===== src/rtl/core/kptt_pkg.sv =====
// ----------------------------------------------------------------------------
// kptt_pkg
// Shared types and codes of the keyed periodic timer table: command and
// result beats, the timer entry held in each cell and the cell command.
// ----------------------------------------------------------------------------
package kptt_pkg;

  // command codes
  localparam logic [1:0] CMD_ADD  = 2'd0;
  localparam logic [1:0] CMD_DEL  = 2'd1;
  localparam logic [1:0] CMD_SET  = 2'd2;
  localparam logic [1:0] CMD_TICK = 2'd3;

  // result kinds
  localparam logic [1:0] KIND_STATUS = 2'd0;
  localparam logic [1:0] KIND_FIRED  = 2'd1;
  localparam logic [1:0] KIND_DONE   = 2'd2;

  // input beat
  typedef struct packed {
    logic [1:0]  command;
    logic [15:0] task_key;
    logic [31:0] period_ms;
    logic [15:0] repeat_count;
    logic        multi_shot;
    logic [31:0] time_value;
  } in_beat_t;

  // output beat
  typedef struct packed {
    logic [1:0]  kind;
    logic        ok;
    logic [15:0] fired_key;
    logic        removed;
    logic        last;
  } out_beat_t;

  // one timer entry (valid bit kept apart)
  typedef struct packed {
    logic [15:0] key;
    logic [31:0] last_time;
    logic [31:0] period;
    logic        multi;
    logic [15:0] count;
  } entry_t;

  // operation broadcast to every cell
  typedef enum logic [2:0] {
    OP_NONE = 3'd0,
    OP_ADD  = 3'd1,
    OP_DEL  = 3'd2,
    OP_SET  = 3'd3,
    OP_ROT  = 3'd4
  } cell_op_e;

  typedef struct packed {
    cell_op_e op;
    logic     add_ok;
    entry_t   new_entry;
    logic     push_valid;
    entry_t   push_entry;
  } cell_cmd_t;

endpackage


===== src/rtl/core/keyed_periodic_timer_table.sv =====
// ----------------------------------------------------------------------------
// keyed_periodic_timer_table
// Ordered table of periodic timers kept as a row of cells. Add, delete and
// set commands act on all cells at once; a tick rotates the table through
// the head unit one entry per cycle while the rotation is not stalled.
//
//   channel  | handshake              | payload
//   ---------+------------------------+-----------------------
//   command  | in_valid_i/in_ready_o  | in_data_i  (in_beat_t)
//   result   | out_valid_o/out_ready_i| out_data_o (out_beat_t)
//
// Add, delete and set each give one status beat.
// A tick rotates the N valid entries through the head unit, one entry per
// cycle unless the rotation stalls, then the done beat follows.
// A new command is taken only in idle with the output register free.
// A full output register stalls the rotation on a firing entry.
// Reset clears the valid bits and the fill count at once; no clearing pass.
// ----------------------------------------------------------------------------
module keyed_periodic_timer_table
  import kptt_pkg::*;
#(
  parameter int Slots    = 16,
  parameter int TimeBits = 32
) (
  input  logic      clk_i,
  input  logic      rst_ni,
  input  logic      in_valid_i,
  output logic      in_ready_o,
  input  in_beat_t  in_data_i,
  output logic      out_valid_o,
  input  logic      out_ready_i,
  output out_beat_t out_data_o
);

  localparam int UsedBits = $clog2(Slots + 1);
  localparam logic [31:0] TimeMask =
    (TimeBits >= 32) ? 32'hFFFF_FFFF : ((32'd1 << TimeBits) - 32'd1);

  typedef enum logic [1:0] {
    S_IDLE = 2'b01,
    S_TICK = 2'b10
  } state_e;

  state_e state_q, state_d;
  logic [UsedBits-1:0] used_q, used_d;
  logic [UsedBits-1:0] steps_q, steps_d;
  logic [31:0] now_q;
  logic        out_valid_q, out_valid_d;
  out_beat_t   out_data_q, out_data_d;

  logic        accept, out_free, any_match, add_ok, step_go;
  logic [31:0] tval;
  logic        fire, gone;
  entry_t      push;
  cell_cmd_t   cmd;

  logic [Slots-1:0] valid;
  logic [Slots-1:0] match;
  logic [Slots:0]   chain;
  entry_t           ent [Slots];

  // handshake
  assign out_free   = !out_valid_q || out_ready_i;
  assign in_ready_o = (state_q == S_IDLE) && out_free;
  assign accept     = in_valid_i && in_ready_o;
  assign tval       = in_data_i.time_value & TimeMask;

  // key lookup over the row
  assign any_match = |match;
  assign add_ok    = (in_data_i.task_key != 16'd0) && !any_match &&
                     (used_q != UsedBits'(Slots));

  // head evaluation
  kptt_head #(
    .TimeBits(TimeBits)
  ) u_head (
    .entry_i(ent[0]),
    .now_i  (now_q),
    .fire_o (fire),
    .gone_o (gone),
    .push_o (push)
  );

  assign step_go = (state_q == S_TICK) && (steps_q != '0) && (!fire || out_free);

  // cell command
  always_comb begin
    cmd.op                  = OP_NONE;
    cmd.add_ok              = add_ok;
    cmd.new_entry.key       = in_data_i.task_key;
    cmd.new_entry.last_time = tval;
    cmd.new_entry.period    = in_data_i.period_ms;
    cmd.new_entry.multi     = in_data_i.multi_shot;
    cmd.new_entry.count     = in_data_i.repeat_count;
    cmd.push_valid          = !gone;
    cmd.push_entry          = push;
    if (accept) begin
      case (in_data_i.command)
        CMD_ADD: cmd.op = OP_ADD;
        CMD_DEL: cmd.op = OP_DEL;
        CMD_SET: cmd.op = OP_SET;
        default: cmd.op = OP_NONE;
      endcase
    end else if (step_go) begin
      cmd.op = OP_ROT;
    end
  end

  // row of cells
  assign chain[0] = 1'b0;
  for (genvar i = 0; i < Slots; i++) begin : g_cell
    logic   prev_valid;
    logic   next_valid;
    entry_t next_entry;
    if (i == 0) begin : g_first
      assign prev_valid = 1'b1;
    end else begin : g_prev
      assign prev_valid = valid[i-1];
    end
    if (i == Slots - 1) begin : g_lastc
      assign next_valid = 1'b0;
      assign next_entry = '0;
    end else begin : g_next
      assign next_valid = valid[i+1];
      assign next_entry = ent[i+1];
    end
    kptt_cell u_cell (
      .clk_i       (clk_i),
      .rst_ni      (rst_ni),
      .cmd_i       (cmd),
      .prev_valid_i(prev_valid),
      .next_valid_i(next_valid),
      .next_entry_i(next_entry),
      .chain_i     (chain[i]),
      .chain_o     (chain[i+1]),
      .match_o     (match[i]),
      .valid_o     (valid[i]),
      .entry_o     (ent[i])
    );
  end

  // sequencing, fill count and result beats
  always_comb begin
    state_d     = state_q;
    used_d      = used_q;
    steps_d     = steps_q;
    out_valid_d = out_valid_q && !out_ready_i;
    out_data_d  = out_data_q;
    unique case (state_q)
      S_IDLE: begin
        if (accept) begin
          out_data_d.fired_key = 16'd0;
          out_data_d.removed   = 1'b0;
          out_data_d.last      = 1'b1;
          out_data_d.kind      = KIND_STATUS;
          case (in_data_i.command)
            CMD_ADD: begin
              out_valid_d   = 1'b1;
              out_data_d.ok = add_ok;
              if (add_ok) begin
                used_d = used_q + UsedBits'(1);
              end
            end
            CMD_DEL: begin
              out_valid_d   = 1'b1;
              out_data_d.ok = any_match;
              if (any_match) begin
                used_d = used_q - UsedBits'(1);
              end
            end
            CMD_SET: begin
              out_valid_d   = 1'b1;
              out_data_d.ok = any_match;
            end
            default: begin
              out_data_d = out_data_q;
              steps_d    = used_q;
              state_d    = S_TICK;
            end
          endcase
        end
      end
      S_TICK: begin
        if (steps_q == '0) begin
          if (out_free) begin
            out_valid_d = 1'b1;
            out_data_d  = '{kind: KIND_DONE, ok: 1'b1, fired_key: 16'd0,
                            removed: 1'b0, last: 1'b1};
            state_d     = S_IDLE;
          end
        end else if (step_go) begin
          steps_d = steps_q - UsedBits'(1);
          if (fire) begin
            out_valid_d = 1'b1;
            out_data_d  = '{kind: KIND_FIRED, ok: 1'b1, fired_key: ent[0].key,
                            removed: gone, last: 1'b0};
            if (gone) begin
              used_d = used_q - UsedBits'(1);
            end
          end
        end
      end
      default: begin
        state_d = S_IDLE;
      end
    endcase
  end

  // control registers
  always_ff @(posedge clk_i or negedge rst_ni) begin
    if (!rst_ni) begin
      state_q     <= S_IDLE;
      used_q      <= '0;
      steps_q     <= '0;
      out_valid_q <= 1'b0;
    end else begin
      state_q     <= state_d;
      used_q      <= used_d;
      steps_q     <= steps_d;
      out_valid_q <= out_valid_d;
    end
  end

  // payload registers
  always_ff @(posedge clk_i) begin
    out_data_q <= out_data_d;
    if (accept) begin
      now_q <= tval;
    end
  end

  assign out_valid_o = out_valid_q;
  assign out_data_o  = out_data_q;

endmodule


===== src/rtl/core/kptt_cell.sv =====
// ----------------------------------------------------------------------------
// kptt_cell
// One table slot. Holds a timer entry, matches keys, and takes its
// neighbor's entry on delete compaction and on tick rotation.
// ----------------------------------------------------------------------------
module kptt_cell
  import kptt_pkg::*;
(
  input  logic      clk_i,
  input  logic      rst_ni,
  input  cell_cmd_t cmd_i,
  input  logic      prev_valid_i,
  input  logic      next_valid_i,
  input  entry_t    next_entry_i,
  input  logic      chain_i,
  output logic      chain_o,
  output logic      match_o,
  output logic      valid_o,
  output entry_t    entry_o
);

  logic   valid_q, valid_d;
  entry_t entry_q, entry_d;

  // key compare and delete prefix chain
  assign match_o = valid_q && (entry_q.key == cmd_i.new_entry.key);
  assign chain_o = chain_i | match_o;

  // next slot contents
  always_comb begin
    valid_d = valid_q;
    entry_d = entry_q;
    unique case (cmd_i.op)
      OP_ADD: begin
        if (cmd_i.add_ok && !valid_q && prev_valid_i) begin
          valid_d = 1'b1;
          entry_d = cmd_i.new_entry;
        end
      end
      OP_DEL: begin
        if (chain_o) begin
          valid_d = next_valid_i;
          entry_d = next_entry_i;
        end
      end
      OP_SET: begin
        if (match_o) begin
          entry_d.last_time = cmd_i.new_entry.last_time;
        end
      end
      OP_ROT: begin
        if (valid_q && !next_valid_i) begin
          valid_d = cmd_i.push_valid;
          entry_d = cmd_i.push_entry;
        end else begin
          valid_d = next_valid_i;
          entry_d = next_entry_i;
        end
      end
      default: begin
      end
    endcase
  end

  // valid flag
  always_ff @(posedge clk_i or negedge rst_ni) begin
    if (!rst_ni) begin
      valid_q <= 1'b0;
    end else begin
      valid_q <= valid_d;
    end
  end

  // entry payload
  always_ff @(posedge clk_i) begin
    entry_q <= entry_d;
  end

  assign valid_o = valid_q;
  assign entry_o = entry_q;

endmodule


===== src/rtl/core/kptt_head.sv =====
// ----------------------------------------------------------------------------
// kptt_head
// Tick evaluation of the entry at the head of the table: modular elapsed
// time against the period, count update and removal decision.
// ----------------------------------------------------------------------------
module kptt_head
  import kptt_pkg::*;
#(
  parameter int TimeBits = 32
) (
  input  entry_t      entry_i,
  input  logic [31:0] now_i,
  output logic        fire_o,
  output logic        gone_o,
  output entry_t      push_o
);

  localparam int CalcBits = (TimeBits > 32) ? TimeBits : 32;
  localparam logic [CalcBits-1:0] CalcMask =
    (TimeBits >= CalcBits) ? {CalcBits{1'b1}} : ((CalcBits'(1) << TimeBits) - CalcBits'(1));

  logic [CalcBits-1:0] elapsed;
  logic [15:0]         count_dec;

  // elapsed time modulo the time width
  assign elapsed = (CalcBits'(now_i) - CalcBits'(entry_i.last_time)) & CalcMask;
  assign fire_o  = (elapsed >= CalcBits'(entry_i.period));

  // count update
  assign count_dec = entry_i.count - 16'd1;
  assign gone_o    = fire_o && entry_i.multi && (count_dec == 16'd0);

  // entry handed back to the tail
  always_comb begin
    push_o = entry_i;
    if (fire_o) begin
      push_o.last_time = now_i;
      if (entry_i.multi) begin
        push_o.count = count_dec;
      end
    end
  end

endmodule

===== config.mk =====
export PLATFORM = sky130hd
export DESIGN_NAME = keyed_periodic_timer_table
export DESIGN_NICKNAME = d
export VERILOG_FILES = /design/src/rtl/core/kptt_pkg.sv /design/src/rtl/core/keyed_periodic_timer_table.sv /design/src/rtl/core/kptt_cell.sv /design/src/rtl/core/kptt_head.sv
export SDC_FILE = /design/constraint.sdc
export NUM_CORES = 2
export LEC_CHECK = 0
export ABC_AREA = 1
export BUFFER_PORTS_ARGS = -buffer_cell sky130_fd_sc_hd__buf_2
export CORE_ASPECT_RATIO = 1.5
export CORE_MARGIN = 10
export CORE_UTILIZATION = 50
export DETAILED_ROUTE_END_ITERATION = 12
export GPL_ROUTABILITY_DRIVEN = 0
export PLACE_DENSITY = 0.64
export SYNTH_ARGS = -nofsm -noshare
export SYNTH_HDL_FRONTEND = slang
export SYNTH_SLANG_ARGS = --single-unit

===== constraint.sdc =====
create_clock -name clk_i -period 9 [get_ports clk_i]
set_clock_uncertainty 0.2 [all_clocks]
set_input_delay 0.9 -clock clk_i [delete_from_list [all_inputs] [get_ports clk_i]]
set_output_delay 0.9 -clock clk_i [all_outputs]
set_load 0.005 [all_outputs]

; After elaboration in Yosys (flattened, before gate mapping)
; Cells that the tools add are included.
; W data, S select, Z words.
[totals]
in_bits = 103
out_inout_bits = 23
wordCells = 577
reg_bits = 1634
[op_classes]
bitwise = 15
n_lt_le_gt_ge = 1
n_eq_ne = 90
reduce_logical = 143
n_addsub = 5
mux = 217
[ops]
columns = cell, n
row1 = $mux W97, 48
row2 = $pmux W49 S3, 16
row3 = $pmux W32 S4, 16
row4 = $pmux W16 S3, 16
row5 = $mux W32, 17
row6 = $eq A16 B16 Y1, 16
row7 = $mux W21, 5
row8 = $ne A2 B1 Y1 const B, 49
row9 = $reduce_and A4 Y1, 18
row10 = $logic_and A1 B1 Y1, 71
row11 = $mux W5, 11
row12 = $mux W1, 54
row13 = $pmux W1 S3, 16
row14 = $reduce_and A3 Y1, 16
row15 = $pmux W21 S2, 1
row16 = $ge A32 B32 Y1, 1
row17 = $mux W16, 2
row18 = $sub A32 B32 Y32, 1
row19 = $pmux W5 S2, 3
row20 = $logic_not A1 Y1, 21
row21 = $mux W18, 1
row22 = $ne A2 B2 Y1 const B, 9
row23 = $logic_not A16 Y1, 1
row24 = $reduce_bool A16 Y1, 1
row25 = 31 further kinds, 61

; Depth between registers and ports, before layout
[logic_depth]
depth_word = 19
ltp_mapped = 34
ltp_nobuf = 33

; Hierarchy
; From an unflattened synthesis, not the netlist that was laid out.
[unflattened]
hier_cells = 13094
area_unflattened_um2 = 107094.0
[by_module_without_submodules]
columns = module, n_inst, area_each_um2, seq_area_each_um2, cells_each
row1 = kptt_cell, 16, 6236.0, 2937.8, 753
row2 = kptt_head, 1, 4290.4, 0.0, 773
row3 = keyed_periodic_timer_table, 1, 3027.9, 1918.1, 273

; Least setup slack after synthesis
; Ideal clock, no wire load.
[synth_timing]
path_kind = reg-to-reg
startpoint = reg now_q[0]
endpoint = reg g_cell[0].u_cell.entry_q (netlist bit g_cell[0].u_cell.entry_o[16]), enable pin
arrival_ps = 7589
period_less_slack_ps = 8315
setup_time_ps = 527
t_required_ps = 8273
setup_slack_ps = 685
stages_incl_launch_ff = 31
n_path_buf = 1
cell_sequence = edfxtp_1 -> inv_1 -> ha_1 -> inv_1 -> fa_1 -> nand3_1 -> nand2_1 -> a21oi_1 -> o21ai_1 -> a21boi_0 -> o21ai_1 -> a21oi_1 -> o21ai_0 -> nand2_1 -> nand2_1 -> nand2_1 -> nand2_1 -> ha_1 -> nand2_1 -> o21ai_0 -> a21oi_1 -> o21a_1 -> nand3_4 -> nand2_2 -> nand3_2 -> nand2_4 -> inv_2 -> nand2_1 -> inv_2 -> buf_6 -> nor3b_1
[synth_via]
elab_chain_len = 10
elab_cells_between_ends = 15
classes_between = add/sub (1) / order compare (1) / eq/ne (6) / mux (2) / reduce/logical (5)
[synth_rtl]
columns = item, line
row1 = "start, declared", keyed_periodic_timer_table.sv:47  ; logic [31:0] now_q;
row2 = "start signal, assigned", keyed_periodic_timer_table.sv:228  ; now_q <= tval;
row3 = $sub A32 B32 Y32 *, kptt_head.sv:26  ; assign elapsed = (CalcBits'(now_i) - CalcBits'(entry_i.last_time)) & CalcMask;
row4 = $ge A32 B32 Y1 *, kptt_head.sv:27  ; assign fire_o = (elapsed >= CalcBits'(entry_i.period));
row5 = $logic_not A1 Y1 *, keyed_periodic_timer_table.sv:84  ; assign step_go = (state_q == S_TICK) && (steps_q != '0) && (!fire || out_free);
row6 = $logic_or A1 B1 Y1 *, keyed_periodic_timer_table.sv:84
row7 = $logic_and A1 B1 Y1 *, keyed_periodic_timer_table.sv:84
row8 = $mux W3 *, keyed_periodic_timer_table.sv:104  ; end else if (step_go) begin
row9 = $mux W3 *, keyed_periodic_timer_table.sv:97  ; if (accept) begin
row10 = "$eq A3 B3 Y1, or another cell as far along", kptt_cell.sv:33  ; unique case (cmd_i.op)
row11 = "$ne A2 B2 Y1 (no line), or another cell as far along", -
row12 = $reduce_and A4 Y1 (no line) *, -
row13 = "end signal, assigned", kptt_cell.sv:76  ; entry_q <= entry_d;
row14 = "end, declared", kptt_cell.sv:23  ; entry_t entry_q, entry_d;
; Mark *: on every way between the ends. The rest lies on a longest branch, timed or not.
; A chain may end at the register's enable or synchronous reset.

; Final worst setup path
[layout_timing]
startpoint = reg now_q[0]
endpoint = reg g_cell[7].u_cell.entry_q (netlist bit g_cell[7].u_cell.entry_o[33]), enable pin
[layout_via]
elab_chain_len = 10
elab_cells_between_ends = 14
classes_between = add/sub (1) / order compare (1) / eq/ne (5) / mux (2) / reduce/logical (5)
[layout_rtl]
columns = item, line
row1 = $sub A32 B32 Y32 *, kptt_head.sv:26
row2 = $ge A32 B32 Y1 *, kptt_head.sv:27
row3 = $logic_not A1 Y1 *, keyed_periodic_timer_table.sv:84
row4 = $logic_or A1 B1 Y1 *, keyed_periodic_timer_table.sv:84
row5 = $logic_and A1 B1 Y1 *, keyed_periodic_timer_table.sv:84
row6 = $mux W3 *, keyed_periodic_timer_table.sv:104
row7 = $mux W3 *, keyed_periodic_timer_table.sv:97
row8 = "$eq A3 B2 Y1, or another cell as far along", kptt_cell.sv:33
row9 = $ne A2 B1 Y1 (no line) / $reduce_bool A3 Y1 (equally long branches), -
row10 = $reduce_and A3 Y1 (no line) *, -
row11 = "end signal, assigned", kptt_cell.sv:76
row12 = "end, declared", kptt_cell.sv:23
; Marked as above.

==> impl_metrics.py <==
metrics = {
    "clock_tree": {
        "post_cts_buffers": 0,
        "root_buffer": "clkbuf_16",
        "clk_pin_slew_ps": 60,
        "clk_latency_ps": 860,
        "cts_tree": "done",
        "clockBufferDepth": 4,
        "clock-sinks": 1634,
        "cts_buffers": 176,
        "cts_resized": 0,
        "htree_num_levels": 4,
    },
    "yosys": {
        "synthesis.area_per_instance_um2": 8.823,
        "synth_cell_type_count": 62,
        "netlist.area_leader.share": 0.5222,
        "synth_async_sr_flop_share": 0.01775,
        "yosys-top-cells-area": "edfxtp_1, nand2_1, o211ai_1",
        "synth_nets": 10640,
        "netlist_instances": 10461,
        "synth_edf_count": 1605,
        "yosys.area.top_type": "edfxtp_1",
        "yosys_warnings": 0,
        "syn-cell-area_um2": 92290,
        "ys_seq_area_frac": 0.5301,
        "ys_ff_latch": 1634,
        "ys.flop_type": "edfxtp_1",
    },
    "timing": {
        "finalCritPeriodShare": 0.8553,
        "finalSetupTns_ps": 0,
        "rsz0062_at_grt": "no",
        "hold_viol": 0,
        "worst_slew_pin_slew_ps": 1351,
        "finalMaxSlewViolations": 0,
        "relSlewSlack": 0.09625,
        "fmax_mhz": 129.9,
        "report.final.setup_viol": 0,
        "min_period_ps": 7698,
    },
    "global_routing": {
        "grt_max_degree": 225,
        "antenna_found_initial": 12,
        "grt-ovfl-total": 0,
        "grt_util_all_layers": 0.3133,
        "grt_pass1_wl_um": 489900,
        "grt_pass1_vias": 77310,
    },
    "status": {
        "outcome": "complete, no violations",
    },
    "critical_path": {
        "endpoint_kind": "register",
        "arrival_ps": 7950,
        "cpPeakStageDelay_ps": 950,
        "cp.required_ps": 9260,
        "crit_path_max_fanout": 46,
        "critPathLaunchType": "register",
        "path_common_cell": "nand2_1",
        "crit_type": "register to register",
        "cpMaxStageDelayCell": "buf_4",
    },
    "flow_run": {
        "drv_cap": 0,
    },
    "die": {
        "die_h_um": 546.2,
        "coreArea_um2": 184000,
        "start_util": 0.5016,
        "die_x_um": 370.8,
        "die_area_um2": 202500,
        "io_pins": 126,
        "rows": 193,
    },
    "routing": {
        "drt_iter0_drc": 10290,
        "avgViaCountPerCell": 6.497,
        "drt_first_pass_iters": 9,
        "drc": 0,
        "routed_wl_um": 329700,
        "wl_per_cell_um": 26.25,
        "ant_nets": 0,
        "dr_total_vias": 81607,
    },
    "pwr": {
        "power.leakage_nw": 34.89,
        "powerDensity_nw_per_um2": 381.0,
        "peakVddDrop_uv": 359.4,
        "total_power_mw": 37.64,
    },
    "cells_and_area": {
        "drive_gt1_frac": 0.07143,
        "area_delta_synth_final_pct": 7.025,
        "layout.nets": 10174,
    },
    "worst_hold_path": {
        "hp-class": "input port to register",
    },
    "place": {
        "port_buffers": 125,
        "hpwlAfterDp_um": 191700,
    },
}
-- final timing paths --
check	slack, ps	cells past startpoint	to	start
hold reg to reg	320	2	state_q[0]$_DFFE_PN1P_	state_q[0]$_DFFE_PN1P_
setup reg to reg	1300	30	g_cell[7].u_cell.entry_o[33]$_DFFE_PP_	now_q[0]$_DFFE_PP_
max in group asynchronous	7480	2	g_cell[12].u_cell.valid_o$_DFFE_PN0P_	rst_ni
min in group asynchronous	510	2	out_valid_o$_DFF_PN0_	rst_ni
setup / recovery	1300	30	g_cell[7].u_cell.entry_o[33]$_DFFE_PP_	now_q[0]$_DFFE_PP_
hold / removal	60	1	now_q[1]$_DFFE_PP_	in_data_i[1]
-- state kept, by name, indices dropped and copies added (netlist names) --
signal and count:
out_valid_o 1, state_q 2, out_data_o 21, now_q 32
g_cell.u_cell.entry_o 1552, used_q 5, steps_q 5, g_cell.u_cell.valid_o 16
-- per-layer routing --
metal / vias to the layer above / wire length (um) / track usage
li1: 36385 / - / -
met1: 39241 / 119200 / 0.3836
met2: 4749 / 156100 / 0.5095
met3: 1220 / 30980 / 0.05728
met4: 12 / 23290 / 0.1940
met5: - / 92 / 0
-- report_power, final --
group	internal [mW]	switching [mW]
sequential	12.5	1.42
clock	3.86	3.15
combinational	3.69	13.0
-- through the flow --
step                        util  instances  worst slack (ps)  hold WS (ps)  area (um^2)
after CTS                 0.5368      12559              1377         25.78        98770
after floorplan                -      10461             684.6         270.0        92290
final                     0.5368      12561              1302         62.59        98780
after detailed placement  0.5082      12253              1386         305.8        93510
after global placement    0.5082      12253              1353         283.0        93510
after global routing      0.5368      12561             855.4         61.70        98780
-- Yosys cell counts (all sizes together), types with 28 or more instances --
master,count
dfrtp,28
buf,350
nor2,310
o21ai,981
nor3,58
inv,444
a21oi,768
xor2,80
nand3,1321
clkbuf,543
edfxtp,1605
xnor2,32
o211ai,888
nand2,2810
ha,75
nand4,74
-- cells in the final DEF (no fill, tap or decap), types with 56 or more instances in the layout --
cell       Yosys  routed
a21oi_1      768     767
buf_2        249     125
buf_4         32     106
clkbuf_16      0     178
edfxtp_1    1605    1605
ha_1          75      75
inv_1        424     422
nand2_1     2710    2706
nand2_2       99     100
nand3_1     1315    1315
nand4_1       73      73
nor2_1       292     272
nor3_1        56      56
o211ai_1     888     888
o21ai_0      899     899
xor2_1        78      78
-- logic make-up (layout without fill, tap and decap cells) --
group | count (synthesis) | after routing | share of synthesized area
simple gates | 4609 | 4609 | 0.2136
compound gates | 2681 | 2681 | 0.1727
flops | 1634 | 1634 | 0.5301
buf+inv | 1348 | 1009 | 0.06231
xor+xnor | 112 | 112 | 0.01079
fa+ha+maj | 76 | 76 | 0.01038
mux | 1 | 1 | 0.0001085
other cells | 0 | 2 | 0
-- worst max-delay path: cells and delay by family, from the launching register on --
family	cells	cell delay, ps
buffers and inverters	5	1640
and+or+nand+nor	13	2380
DFF	1	380
AOI/OAI and AO/OA	9	1710
adders and majority gates	3	890
-- cell type report --
class / instances / area [um^2]
clock buffers: 217 / 4611
inverters: 455 / 1744
diodes: 2 / 5.005
fillers: 16477 / 85230
flip-flops and latches: 1634 / 48920
repair buffers: 249 / 1772
well taps: 2437 / 3049
clock inverters: 88 / 640.6
multi-input cells: 7479 / 38030
-- repair_timing --
item / 4_1_cts / 5_1_grt
setup endpoints to repair: 0 / 0
hold buffers: 1 / 0
endpoints found under the hold margin: 12 / 0
(Power assumes the default switching activity.)
